**src/gregorian_date_difference_macros.svh**
```systemverilog
// Assertion macros shared by the date difference RTL.
// Needs clk_i and rst_ni in the scope where the macros are used.
`ifndef GREGORIAN_DATE_DIFFERENCE_MACROS_SVH
`define GREGORIAN_DATE_DIFFERENCE_MACROS_SVH

// Same-cycle implication, disabled while reset is active
`define GDD_ASSERT_IMPL(lbl, ante, cons) \
  lbl: assert property (@(posedge clk_i) disable iff (!rst_ni) (ante) |-> (cons)) \
    else $error("date difference check failed");

// Next-cycle implication, disabled while reset is active
`define GDD_ASSERT_NEXT(lbl, ante, cons) \
  lbl: assert property (@(posedge clk_i) disable iff (!rst_ni) (ante) |=> (cons)) \
    else $error("date difference check failed");

`endif

```
**src/gdd_pkg.sv**
```systemverilog
// Shared types, widths, constants and calendar tables for the date difference block.
// No dependencies.
package gdd_pkg;

  localparam int DAY_W    = 5;
  localparam int MONTH_W  = 4;
  localparam int YEAR_W   = 14;
  localparam int DIFF_W   = 22;
  localparam int DNUM_W   = 23;  // day number of any 14-bit year fits in 23 bits
  localparam int MDAYS_W  = 9;   // days before month plus leap day plus day
  localparam int Q100_W   = 8;   // year / 100 for a 14-bit year
  localparam int PROD_W   = 29;  // year times reciprocal
  localparam int RECIP_SH = 21;
  localparam logic [14:0] RECIP_100 = 15'd20972;  // ceil(2^21 / 100)

  localparam logic [DIFF_W-1:0] DIFF_MAX = {DIFF_W{1'b1}};

  localparam logic signed [1:0] ORD_LATER   = 2'sb01;
  localparam logic signed [1:0] ORD_EQUAL   = 2'sb00;
  localparam logic signed [1:0] ORD_EARLIER = 2'sb11;

  // Per-stage advance enables of the four pipeline stages
  typedef struct packed {
    logic s1;
    logic s2;
    logic s3;
    logic s4;
  } stage_en_t;

  // What one date lane hands to the merge stage
  typedef struct packed {
    logic               valid;
    logic               leap;
    logic [DNUM_W-1:0]  year_days;
    logic [MDAYS_W-1:0] month_days;
  } lane_res_t;

  // Month length in a common year, zero for codes that are not months
  function automatic logic [4:0] days_in_month(input logic [MONTH_W-1:0] m);
    logic [4:0] len;
    unique case (m)
      4'd1, 4'd3, 4'd5, 4'd7, 4'd8, 4'd10, 4'd12: len = 5'd31;
      4'd4, 4'd6, 4'd9, 4'd11:                    len = 5'd30;
      4'd2:                                       len = 5'd28;
      default:                                    len = 5'd0;
    endcase
    return len;
  endfunction

  // Days of the whole months before month m in a common year
  function automatic logic [MDAYS_W-1:0] days_before_month(input logic [MONTH_W-1:0] m);
    logic [MDAYS_W-1:0] n;
    unique case (m)
      4'd2:    n = 9'd31;
      4'd3:    n = 9'd59;
      4'd4:    n = 9'd90;
      4'd5:    n = 9'd120;
      4'd6:    n = 9'd151;
      4'd7:    n = 9'd181;
      4'd8:    n = 9'd212;
      4'd9:    n = 9'd243;
      4'd10:   n = 9'd273;
      4'd11:   n = 9'd304;
      4'd12:   n = 9'd334;
      default: n = 9'd0;
    endcase
    return n;
  endfunction

endpackage

```
**src/gdd_lane.sv**
```systemverilog
// One date lane: leap year, validity and closed-form day number in two stages.
// Depends on gdd_pkg.
module gdd_lane (
  input  logic                        clk_i,
  input  gdd_pkg::stage_en_t          en_i,
  input  logic [gdd_pkg::DAY_W-1:0]   day_i,
  input  logic [gdd_pkg::MONTH_W-1:0] month_i,
  input  logic [gdd_pkg::YEAR_W-1:0]  year_i,
  output gdd_pkg::lane_res_t          res_o
);

  // Stage 1: year / 100 by reciprocal multiply
  logic [gdd_pkg::PROD_W-1:0]  prod;
  logic [gdd_pkg::Q100_W-1:0]  q100_q;
  logic [gdd_pkg::YEAR_W-1:0]  year_q;
  logic [gdd_pkg::MONTH_W-1:0] month_q;
  logic [gdd_pkg::DAY_W-1:0]   day_q;

  assign prod = gdd_pkg::PROD_W'(year_i) * gdd_pkg::PROD_W'(gdd_pkg::RECIP_100);

  always_ff @(posedge clk_i) begin
    if (en_i.s1) begin
      q100_q  <= prod[gdd_pkg::PROD_W-1:gdd_pkg::RECIP_SH];
      year_q  <= year_i;
      month_q <= month_i;
      day_q   <= day_i;
    end
  end

  // Stage 2: remainders, leap, validity and the two partial day counts
  logic [14:0]                   q_times_100;
  logic                          div100;
  logic                          div400;
  logic                          leap;
  logic                          month_ok;
  logic [4:0]                    len;
  logic                          valid;
  logic [gdd_pkg::DNUM_W-1:0]    y4;
  logic [gdd_pkg::DNUM_W-1:0]    y100;
  logic [gdd_pkg::DNUM_W-1:0]    y400;
  logic [gdd_pkg::DNUM_W-1:0]    year_days;
  logic [gdd_pkg::MDAYS_W-1:0]   month_days;

  always_comb begin
    q_times_100 = 15'(q100_q) * 15'd100;
    div100      = (15'(year_q) == q_times_100);
    div400      = div100 && (q100_q[1:0] == 2'b00);
    leap        = ((year_q[1:0] == 2'b00) && !div100) || div400;

    month_ok = (month_q >= 4'd1) && (month_q <= 4'd12);
    len      = gdd_pkg::days_in_month(month_q);
    if (leap && (month_q == 4'd2)) begin
      len = 5'd29;
    end
    valid = month_ok && (day_q != '0) && (day_q <= len);

    // ceil(y/4) - ceil(y/100) + ceil(y/400)
    y4   = gdd_pkg::DNUM_W'(year_q[gdd_pkg::YEAR_W-1:2]) + gdd_pkg::DNUM_W'(year_q[1:0] != 2'b00);
    y100 = gdd_pkg::DNUM_W'(q100_q) + gdd_pkg::DNUM_W'(!div100);
    y400 = gdd_pkg::DNUM_W'(q100_q[gdd_pkg::Q100_W-1:2]) + gdd_pkg::DNUM_W'(!div400);
    year_days = gdd_pkg::DNUM_W'(year_q) * gdd_pkg::DNUM_W'(365) + y4 - y100 + y400;

    month_days = gdd_pkg::days_before_month(month_q)
               + gdd_pkg::MDAYS_W'(leap && (month_q > 4'd2))
               + gdd_pkg::MDAYS_W'(day_q);
  end

  always_ff @(posedge clk_i) begin
    if (en_i.s2) begin
      res_o.valid      <= valid;
      res_o.leap       <= leap;
      res_o.year_days  <= year_days;
      res_o.month_days <= month_days;
    end
  end

endmodule

```
**src/gdd_merge.sv**
```systemverilog
// Merge stage: combines both lanes into day numbers, then the saturated difference.
// Depends on gdd_pkg.
module gdd_merge (
  input  logic                             clk_i,
  input  gdd_pkg::stage_en_t               en_i,
  input  gdd_pkg::lane_res_t               first_i,
  input  gdd_pkg::lane_res_t               second_i,
  input  logic signed [1:0]                order_i,
  output logic                             valid_first_o,
  output logic                             valid_second_o,
  output logic                             leap_first_o,
  output logic                             leap_second_o,
  output logic signed [1:0]                order_o,
  output logic [gdd_pkg::DIFF_W-1:0]       day_difference_o
);

  // Stage 3: full day numbers
  logic [gdd_pkg::DNUM_W-1:0] n1_q, n2_q;
  logic                       v1_q, v2_q, l1_q, l2_q;
  logic signed [1:0]          ord_q;

  always_ff @(posedge clk_i) begin
    if (en_i.s3) begin
      n1_q  <= first_i.year_days + gdd_pkg::DNUM_W'(first_i.month_days);
      n2_q  <= second_i.year_days + gdd_pkg::DNUM_W'(second_i.month_days);
      v1_q  <= first_i.valid;
      v2_q  <= second_i.valid;
      l1_q  <= first_i.leap;
      l2_q  <= second_i.leap;
      ord_q <= order_i;
    end
  end

  // Stage 4: absolute difference with saturation, output register
  logic [gdd_pkg::DNUM_W-1:0] diff;
  logic [gdd_pkg::DIFF_W-1:0] diff_sat;

  always_comb begin
    diff = (n1_q >= n2_q) ? (n1_q - n2_q) : (n2_q - n1_q);
    if (!(v1_q && v2_q)) begin
      diff_sat = '0;
    end else if (diff[gdd_pkg::DNUM_W-1]) begin
      diff_sat = gdd_pkg::DIFF_MAX;
    end else begin
      diff_sat = diff[gdd_pkg::DIFF_W-1:0];
    end
  end

  always_ff @(posedge clk_i) begin
    if (en_i.s4) begin
      valid_first_o    <= v1_q;
      valid_second_o   <= v2_q;
      leap_first_o     <= l1_q;
      leap_second_o    <= l2_q;
      order_o          <= ord_q;
      day_difference_o <= diff_sat;
    end
  end

endmodule

```
**src/gregorian_date_difference.sv**
```systemverilog
// Gregorian date pair difference: two date lanes, a merge stage, four pipeline stages.
// Stages 1 to 4 are registered; one request per cycle while in_stall_o is low.
// The year / 100 reciprocal multiply in each lane sets stage 1; the 23-bit day
// number subtract sets stage 4. Stages collapse bubbles, so a stalled output
// still lets requests fill empty stages. Reset clears the stage valid bits only.
// Depends on gdd_pkg, gdd_lane, gdd_merge and the macros header.
`include "gregorian_date_difference_macros.svh"

module gregorian_date_difference (
  input  logic                              clk_i,
  input  logic                              rst_ni,
  input  logic                              in_valid_i,
  output logic                              in_stall_o,
  input  logic [gdd_pkg::DAY_W-1:0]         day_first_i,
  input  logic [gdd_pkg::MONTH_W-1:0]       month_first_i,
  input  logic [gdd_pkg::YEAR_W-1:0]        year_first_i,
  input  logic [gdd_pkg::DAY_W-1:0]         day_second_i,
  input  logic [gdd_pkg::MONTH_W-1:0]       month_second_i,
  input  logic [gdd_pkg::YEAR_W-1:0]        year_second_i,
  output logic                              out_valid_o,
  input  logic                              out_stall_i,
  output logic                              valid_first_o,
  output logic                              valid_second_o,
  output logic                              leap_first_o,
  output logic                              leap_second_o,
  output logic signed [1:0]                 order_o,
  output logic [gdd_pkg::DIFF_W-1:0]        day_difference_o
);

  // Stage valid bits and advance enables
  logic [3:0]         v_q, v_d;
  gdd_pkg::stage_en_t en;

  always_comb begin
    en.s4 = !v_q[3] || !out_stall_i;
    en.s3 = !v_q[2] || en.s4;
    en.s2 = !v_q[1] || en.s3;
    en.s1 = !v_q[0] || en.s2;
    v_d[0] = en.s1 ? in_valid_i : v_q[0];
    v_d[1] = en.s2 ? v_q[0]     : v_q[1];
    v_d[2] = en.s3 ? v_q[1]     : v_q[2];
    v_d[3] = en.s4 ? v_q[2]     : v_q[3];
  end

  always_ff @(posedge clk_i or negedge rst_ni) begin
    if (!rst_ni) begin
      v_q <= '0;
    end else begin
      v_q <= v_d;
    end
  end

  assign in_stall_o  = !en.s1;
  assign out_valid_o = v_q[3];

  // Lexicographic order on the raw fields (year, month, day)
  localparam int KEY_W = gdd_pkg::YEAR_W + gdd_pkg::MONTH_W + gdd_pkg::DAY_W;
  logic [KEY_W-1:0]  key_first, key_second;
  logic signed [1:0] order;
  logic signed [1:0] ord1_q, ord2_q;

  always_comb begin
    key_first  = {year_first_i, month_first_i, day_first_i};
    key_second = {year_second_i, month_second_i, day_second_i};
    priority if (key_first > key_second) begin
      order = gdd_pkg::ORD_LATER;
    end else if (key_first < key_second) begin
      order = gdd_pkg::ORD_EARLIER;
    end else begin
      order = gdd_pkg::ORD_EQUAL;
    end
  end

  always_ff @(posedge clk_i) begin
    if (en.s1) begin
      ord1_q <= order;
    end
    if (en.s2) begin
      ord2_q <= ord1_q;
    end
  end

  // Two date lanes
  gdd_pkg::lane_res_t res_first, res_second;

  gdd_lane u_lane_first (
    .clk_i   (clk_i),
    .en_i    (en),
    .day_i   (day_first_i),
    .month_i (month_first_i),
    .year_i  (year_first_i),
    .res_o   (res_first)
  );

  gdd_lane u_lane_second (
    .clk_i   (clk_i),
    .en_i    (en),
    .day_i   (day_second_i),
    .month_i (month_second_i),
    .year_i  (year_second_i),
    .res_o   (res_second)
  );

  // Merge of both lanes into the result
  gdd_merge u_merge (
    .clk_i            (clk_i),
    .en_i             (en),
    .first_i          (res_first),
    .second_i         (res_second),
    .order_i          (ord2_q),
    .valid_first_o    (valid_first_o),
    .valid_second_o   (valid_second_o),
    .leap_first_o     (leap_first_o),
    .leap_second_o    (leap_second_o),
    .order_o          (order_o),
    .day_difference_o (day_difference_o)
  );

  // A nonzero difference needs two valid dates
  `GDD_ASSERT_IMPL(a_diff_needs_valid, out_valid_o && (day_difference_o != '0), valid_first_o && valid_second_o)
  // Equal valid dates are zero days apart
  `GDD_ASSERT_IMPL(a_equal_zero_diff, out_valid_o && (order_o == gdd_pkg::ORD_EQUAL) && valid_first_o && valid_second_o, day_difference_o == '0)
  // An empty output stage never blocks requests
  `GDD_ASSERT_IMPL(a_no_stall_when_empty, !out_valid_o, !in_stall_o)
  // A stalled result stays presented
  `GDD_ASSERT_NEXT(a_result_held, out_valid_o && out_stall_i, out_valid_o)

endmodule
```
**config.mk**
```make
export PLATFORM = sky130hd
export DESIGN_NAME = gregorian_date_difference
export DESIGN_NICKNAME = d
export VERILOG_FILES = /design/src/gdd_pkg.sv /design/src/gdd_lane.sv /design/src/gdd_merge.sv /design/src/gregorian_date_difference.sv
export VERILOG_INCLUDE_DIRS = /design/src /design/src/src
export SDC_FILE = /design/constraint.sdc
export NUM_CORES = 1
export LEC_CHECK = 0
export ABC_CLOCK_PERIOD_IN_PS = 9100
export BUFFER_PORTS_ARGS = -buffer_cell sky130_fd_sc_hd__buf_2
export CORE_ASPECT_RATIO = 1.25
export CORE_MARGIN = 2
export CORE_UTILIZATION = 60
export CTS_CLUSTER_SIZE = 16
export DETAILED_ROUTE_END_ITERATION = 8
export PLACE_DENSITY = 0.77
export SETUP_SLACK_MARGIN = 0.1
export SYNTH_ARGS = -nofsm -noshare
export SYNTH_HDL_FRONTEND = slang
export SYNTH_SLANG_ARGS = --single-unit
```
**constraint.sdc**
```tcl
create_clock -name clk_i -period 9.1 [get_ports clk_i]
set_clock_uncertainty 0.2 [all_clocks]
set_input_delay 1.82 -clock clk_i [delete_from_list [all_inputs] [get_ports clk_i]]
set_output_delay 1.82 -clock clk_i [all_outputs]
set_load 0.005 [all_outputs]
```
==> results_tabular.tex <==
\begin{tabular}{lr}
\hline
Metric & Value \\
\hline
\multicolumn{2}{l}{\textbf{Clock network}} \\
\quad Htree depth & 1 \\
\quad Number of sinks on the clock net & approximately 240 \\
\quad Maximum count of clock buffers along a single path & 3 \\
\quad CTS Root Cell & sky130\_fd\_sc\_hd\_\_clkbuf\_16 \\
\quad Clock network latency to the later pin of the worst-skew pair & roughly 0.55 ns \\
\quad Clock slew at reported path FFs & 0.06 ns \\
\quad Number of CTS-inserted buffers & 24 \\
\quad Clock tree from TritonCTS & yes \\
\multicolumn{2}{l}{\textbf{Floorplan}} \\
\quad Starting density of the core & approximately three fifths \\
\quad Floorplan die height & 251 um \\
\quad Die area & between 0.05 and 0.06 sq mm \\
\quad Row count & 90 \\
\quad Number of primary I/O pins & 80 \\
\quad Core Region & a little under 0.05 sq mm \\
\quad X dimension of the die & 202 um \\
\multicolumn{2}{l}{\textbf{Synth}} \\
\quad Async set or reset register ratio after synthesis & roughly 1.7\% \\
\quad Mapped cell area & 0.0293 sq mm \\
\quad Biggest area contributors in the synthesized netlist & sky130\_fd\_sc\_hd\_\_ha\_1 24\%, sky130\_fd\_sc\_hd\_\_edfxtp\_1 22\%, sky130\_fd\_sc\_hd\_\_fa\_1 21\%, sky130\_fd\_sc\_hd\_\_inv\_1 8.1\%, sky130\_fd\_sc\_hd\_\_xnor2\_1 4.3\% \\
\quad Number of enable-type register cells in the synthesized netlist & 214 \\
\quad Synth Register Bits & 242 \\
\quad Post-Syn Area per Cell & 10.4 sq um \\
\quad Synth Instances & 2820 \\
\quad Largest area contributor in the netlist & sky130\_fd\_sc\_hd\_\_ha\_1 \\
\quad Number of distinct library cells after synthesis & between 60 and 70 \\
\quad Main synth FF type & sky130\_fd\_sc\_hd\_\_edfxtp\_1 \\
\quad Net Count, Synth & 3727 \\
\quad Area fraction of the dominant cell type after synthesis & 23.7\% \\
\quad Proportion of synthesized chip area in sequential cells & 24.0\% \\
\quad Warnings from Yosys & 0 \\
\multicolumn{2}{l}{\textbf{Finish}} \\
\quad Most frequent standard cell in the layout excluding fill and tap cells & sky130\_fd\_sc\_hd\_\_inv\_1 \\
\quad Final design area excluding fillers & 0.0312 sq mm \\
\quad Most frequent cells in the layout & 633 x sky130\_fd\_sc\_hd\_\_inv\_1, 555 x sky130\_fd\_sc\_hd\_\_ha\_1, 302 x sky130\_fd\_sc\_hd\_\_fa\_1 \\
\quad Filler cell count in the final layout & 3877 \\
\quad Number of nets in the finished design & 3811 \\
\quad Antenna diode count & 0 \\
\quad Count of non-filler cells in the finished layout & 3566 \\
\quad Synthesis-to-finish area growth & 6.72\% \\
\quad Layout cells sized above 1 & approximately 5.5\% \\
\multicolumn{2}{l}{\textbf{Critical path}} \\
\quad Worst setup path category & flop to flop \\
\quad Crit path DAT & 8.66 ns \\
\quad Req. time, crit path & 9.18 ns \\
\quad Critical path peak fanout & 5 \\
\quad Slowest stage cell on the critical path & sky130\_fd\_sc\_hd\_\_fa\_1 \\
\quad Startpoint Class & flop \\
\quad Largest stage delay on the critical path & 0.52 ns \\
\quad Most repeated library cell on the critical path & sky130\_fd\_sc\_hd\_\_ha\_1 \\
\quad Endpoint class of the critical path & flop \\
\multicolumn{2}{l}{\textbf{Hold path}} \\
\quad Hold Path Class & flop to flop \\
\multicolumn{2}{l}{\textbf{STA}} \\
\quad Min cycle time layout & 8.58 ns \\
\quad Highest Clock Rate & 117 MHz \\
\quad Total Negative Setup Slacks & 0 ns \\
\quad Worst hold slack across all endpoints & 0.220 ns \\
\quad Transition at the pin with the smallest max-transition slack & 1.24 ns \\
\quad Final count of hold timing violations & 0 \\
\quad Final-report setup violation count & 0 \\
\quad Worst rel slew slack & 14.9\% \\
\quad Tcrit/Tclk final & 94.3\% \\
\quad Setup repair after global routing missed its margin & false \\
\quad Slew Viols, Final & 0 \\
\multicolumn{2}{l}{\textbf{Drt}} \\
\quad DR iter-0 viols & between 800 and 900 \\
\quad Vias & around 20000 \\
\quad Routed via count divided by cell count & about 5.5 \\
\quad Final WL & 62.9 mm \\
\quad DRC viols & 0 \\
\quad Final antenna-violating net count & 0 \\
\quad Routed wire per std cell & $\sim$18 um \\
\quad Pre-antenna DRT Iters & 7 \\
\multicolumn{2}{l}{\textbf{Placement}} \\
\quad DP HPWL & 53.2 mm \\
\quad Cell Area, Placed & between 0.03 and 0.04 sq mm \\
\quad Port Buffer Count & 79 \\
\quad Number of placed cells counting well taps & 3518 \\
\quad Weighted congestion reported at the end of routability-driven placement & 0.924 \\
\multicolumn{2}{l}{\textbf{Global route}} \\
\quad Antenna violations before repair & 0 \\
\quad Global-route congestion overflow total & 0 \\
\quad Global-route wire length before repair & 104 mm \\
\quad Pin count of the biggest net entering global routing & 75 \\
\quad Overall Global Routing Usage & 25.6\% \\
\quad Via count of the first global-routing pass & 21500 \\
\multicolumn{2}{l}{\textbf{Flow run}} \\
\quad Max-capacitance violation count & 0 \\
\multicolumn{2}{l}{\textbf{Outcome}} \\
\quad Run status & complete, no violations \\
\hline
\end{tabular}
==> Yosys cell counts (10+ instances only) <==
cell	number
sky130_fd_sc_hd__a211oi_1	18
sky130_fd_sc_hd__a21o_1	56
sky130_fd_sc_hd__a21oi_1	127
sky130_fd_sc_hd__and3_1	18
sky130_fd_sc_hd__clkbuf_1	13
sky130_fd_sc_hd__dfxtp_1	24
sky130_fd_sc_hd__edfxtp_1	214
sky130_fd_sc_hd__fa_1	302
sky130_fd_sc_hd__ha_1	555
sky130_fd_sc_hd__inv_1	634
sky130_fd_sc_hd__mux2i_1	16
sky130_fd_sc_hd__nand2_1	106
sky130_fd_sc_hd__nand2b_1	24
sky130_fd_sc_hd__nand3_1	45
sky130_fd_sc_hd__nand4_1	26
sky130_fd_sc_hd__nor2_1	101
sky130_fd_sc_hd__nor2b_1	23
sky130_fd_sc_hd__nor3_1	38
sky130_fd_sc_hd__o211ai_1	14
sky130_fd_sc_hd__o21a_1	21
sky130_fd_sc_hd__o21ai_0	87
sky130_fd_sc_hd__o21bai_1	10
sky130_fd_sc_hd__xnor2_1	143
sky130_fd_sc_hd__xor2_1	62
==> through the flow <==
step | setup WS [ns] | util [%]
6_report | 0.522 | 64.8
5_1_grt | 0.0879 | 64.8
4_1_cts | 0.215 | 64.6
3_5_place_dp | 0.301 | 63.0
3_3_place_gp | 0.522 | 63.0
2_1_floorplan | 0.984 | -
==> kinds of logic after synthesis <==
logic type | count (synthesis) | synth area share (%)
adders and majority gates | 857 | 44.4
buffers and inverters | 665 | 8.75
AOI/OAI and AO/OA | 413 | 9.04
and+or+nand+nor | 413 | 6.77
DFF | 242 | 24.0
xor gates and xnor gates | 206 | 6.19
muxes | 24 | 0.894
==> critical path: cells and delay by family (launching register included) <==
family,cells,cell delay [ns]
adder cells (fa/ha/maj),11,3.98
buffers and inverters,3,0.17
AND/OR/NAND/NOR,5,1.04
flip-flops,1,0.48
XOR/XNOR,3,0.34
AO/OA/AOI/OAI,11,2.10
==> routing by layer <==
metal / vias up / track usage (%) / part of all wire [%]
li1: 9481 / - / -
met3: 146 / 2.23 / 3.3
met1: 9658 / 30.5 / 41
met2: 401 / 47.4 / 52
met4: 0 / 10.7 / 4.4
met5: - / 0 / 0
==> layout make-up <==
| class | count | area (sq um) | area share (%) |
|---|---|---|---|
| Clock inverter | 16 | 200 | 0.641 |
| Tap cell | 644 | 806 | 2.58 |
| Multi-Input combinational cell | 1913 | 19700 | 63.2 |
| Clock buffer | 28 | 616 | 1.97 |
| Inverter | 634 | 2380 | 7.62 |
| Sequential cell | 242 | 7010 | 22.4 |
| Timing Repair Buffer | 89 | 470 | 1.51 |
==> final timing paths <==
check | start | end | slack, ns | cells after the start
worst max-delay path | u_lane_second.q100_q[3]$_DFFE_PN_ | u_lane_second.res_o[25]$_DFFE_PP_ | 0.52 | 33
worst min-delay path | u_merge.l2_q$_DFFE_PP_ | u_merge.leap_second_o$_DFFE_PP_ | 0.22 | 0
worst max register to register | u_lane_second.q100_q[3]$_DFFE_PN_ | u_lane_second.res_o[25]$_DFFE_PP_ | 0.52 | 33
worst min register to register | u_merge.l2_q$_DFFE_PP_ | u_merge.leap_second_o$_DFFE_PP_ | 0.22 | 0
max in group asynchronous | rst_ni | v_q[0]$_DFFE_PN0N_ | 7.68 | 1
min in group asynchronous | rst_ni | v_q[1]$_DFFE_PN0P_ | 0.88 | 1
==> state kept, by name, indices dropped and copies added, names as in the netlist, 2 cells and up, named ones only <==
| name | cells |
|---|---|
| u_lane_first.q100_q | 8 |
| u_merge.n2_q | 23 |
| u_lane_second.year_q | 14 |
| ord1_q | 2 |
| u_lane_first.year_q | 14 |
| u_lane_first.day_q | 5 |
| v_q | 4 |
| u_lane_second.month_q | 4 |
| u_lane_second.q100_q | 8 |
| ord2_q | 2 |
| u_lane_first.res_o | 34 |
| u_merge.day_difference_o | 22 |
| u_lane_first.month_q | 4 |
| u_merge.n1_q | 23 |
| u_lane_second.res_o | 34 |
| u_merge.ord_q | 2 |
| u_merge.order_o | 2 |
| u_lane_second.day_q | 5 |
==> timing repair <==
item | 4_1_cts | 5_1_grt
hold buffers | 0 | 0
setup buffers | 0 | 4
gates resized for setup | 0 | 10
endpoints found under the setup margin | 0 | 14
Power is left out: the tool's default activity adds up to more than one toggle a clock period on the data nets, which glitch-free logic cannot reach.
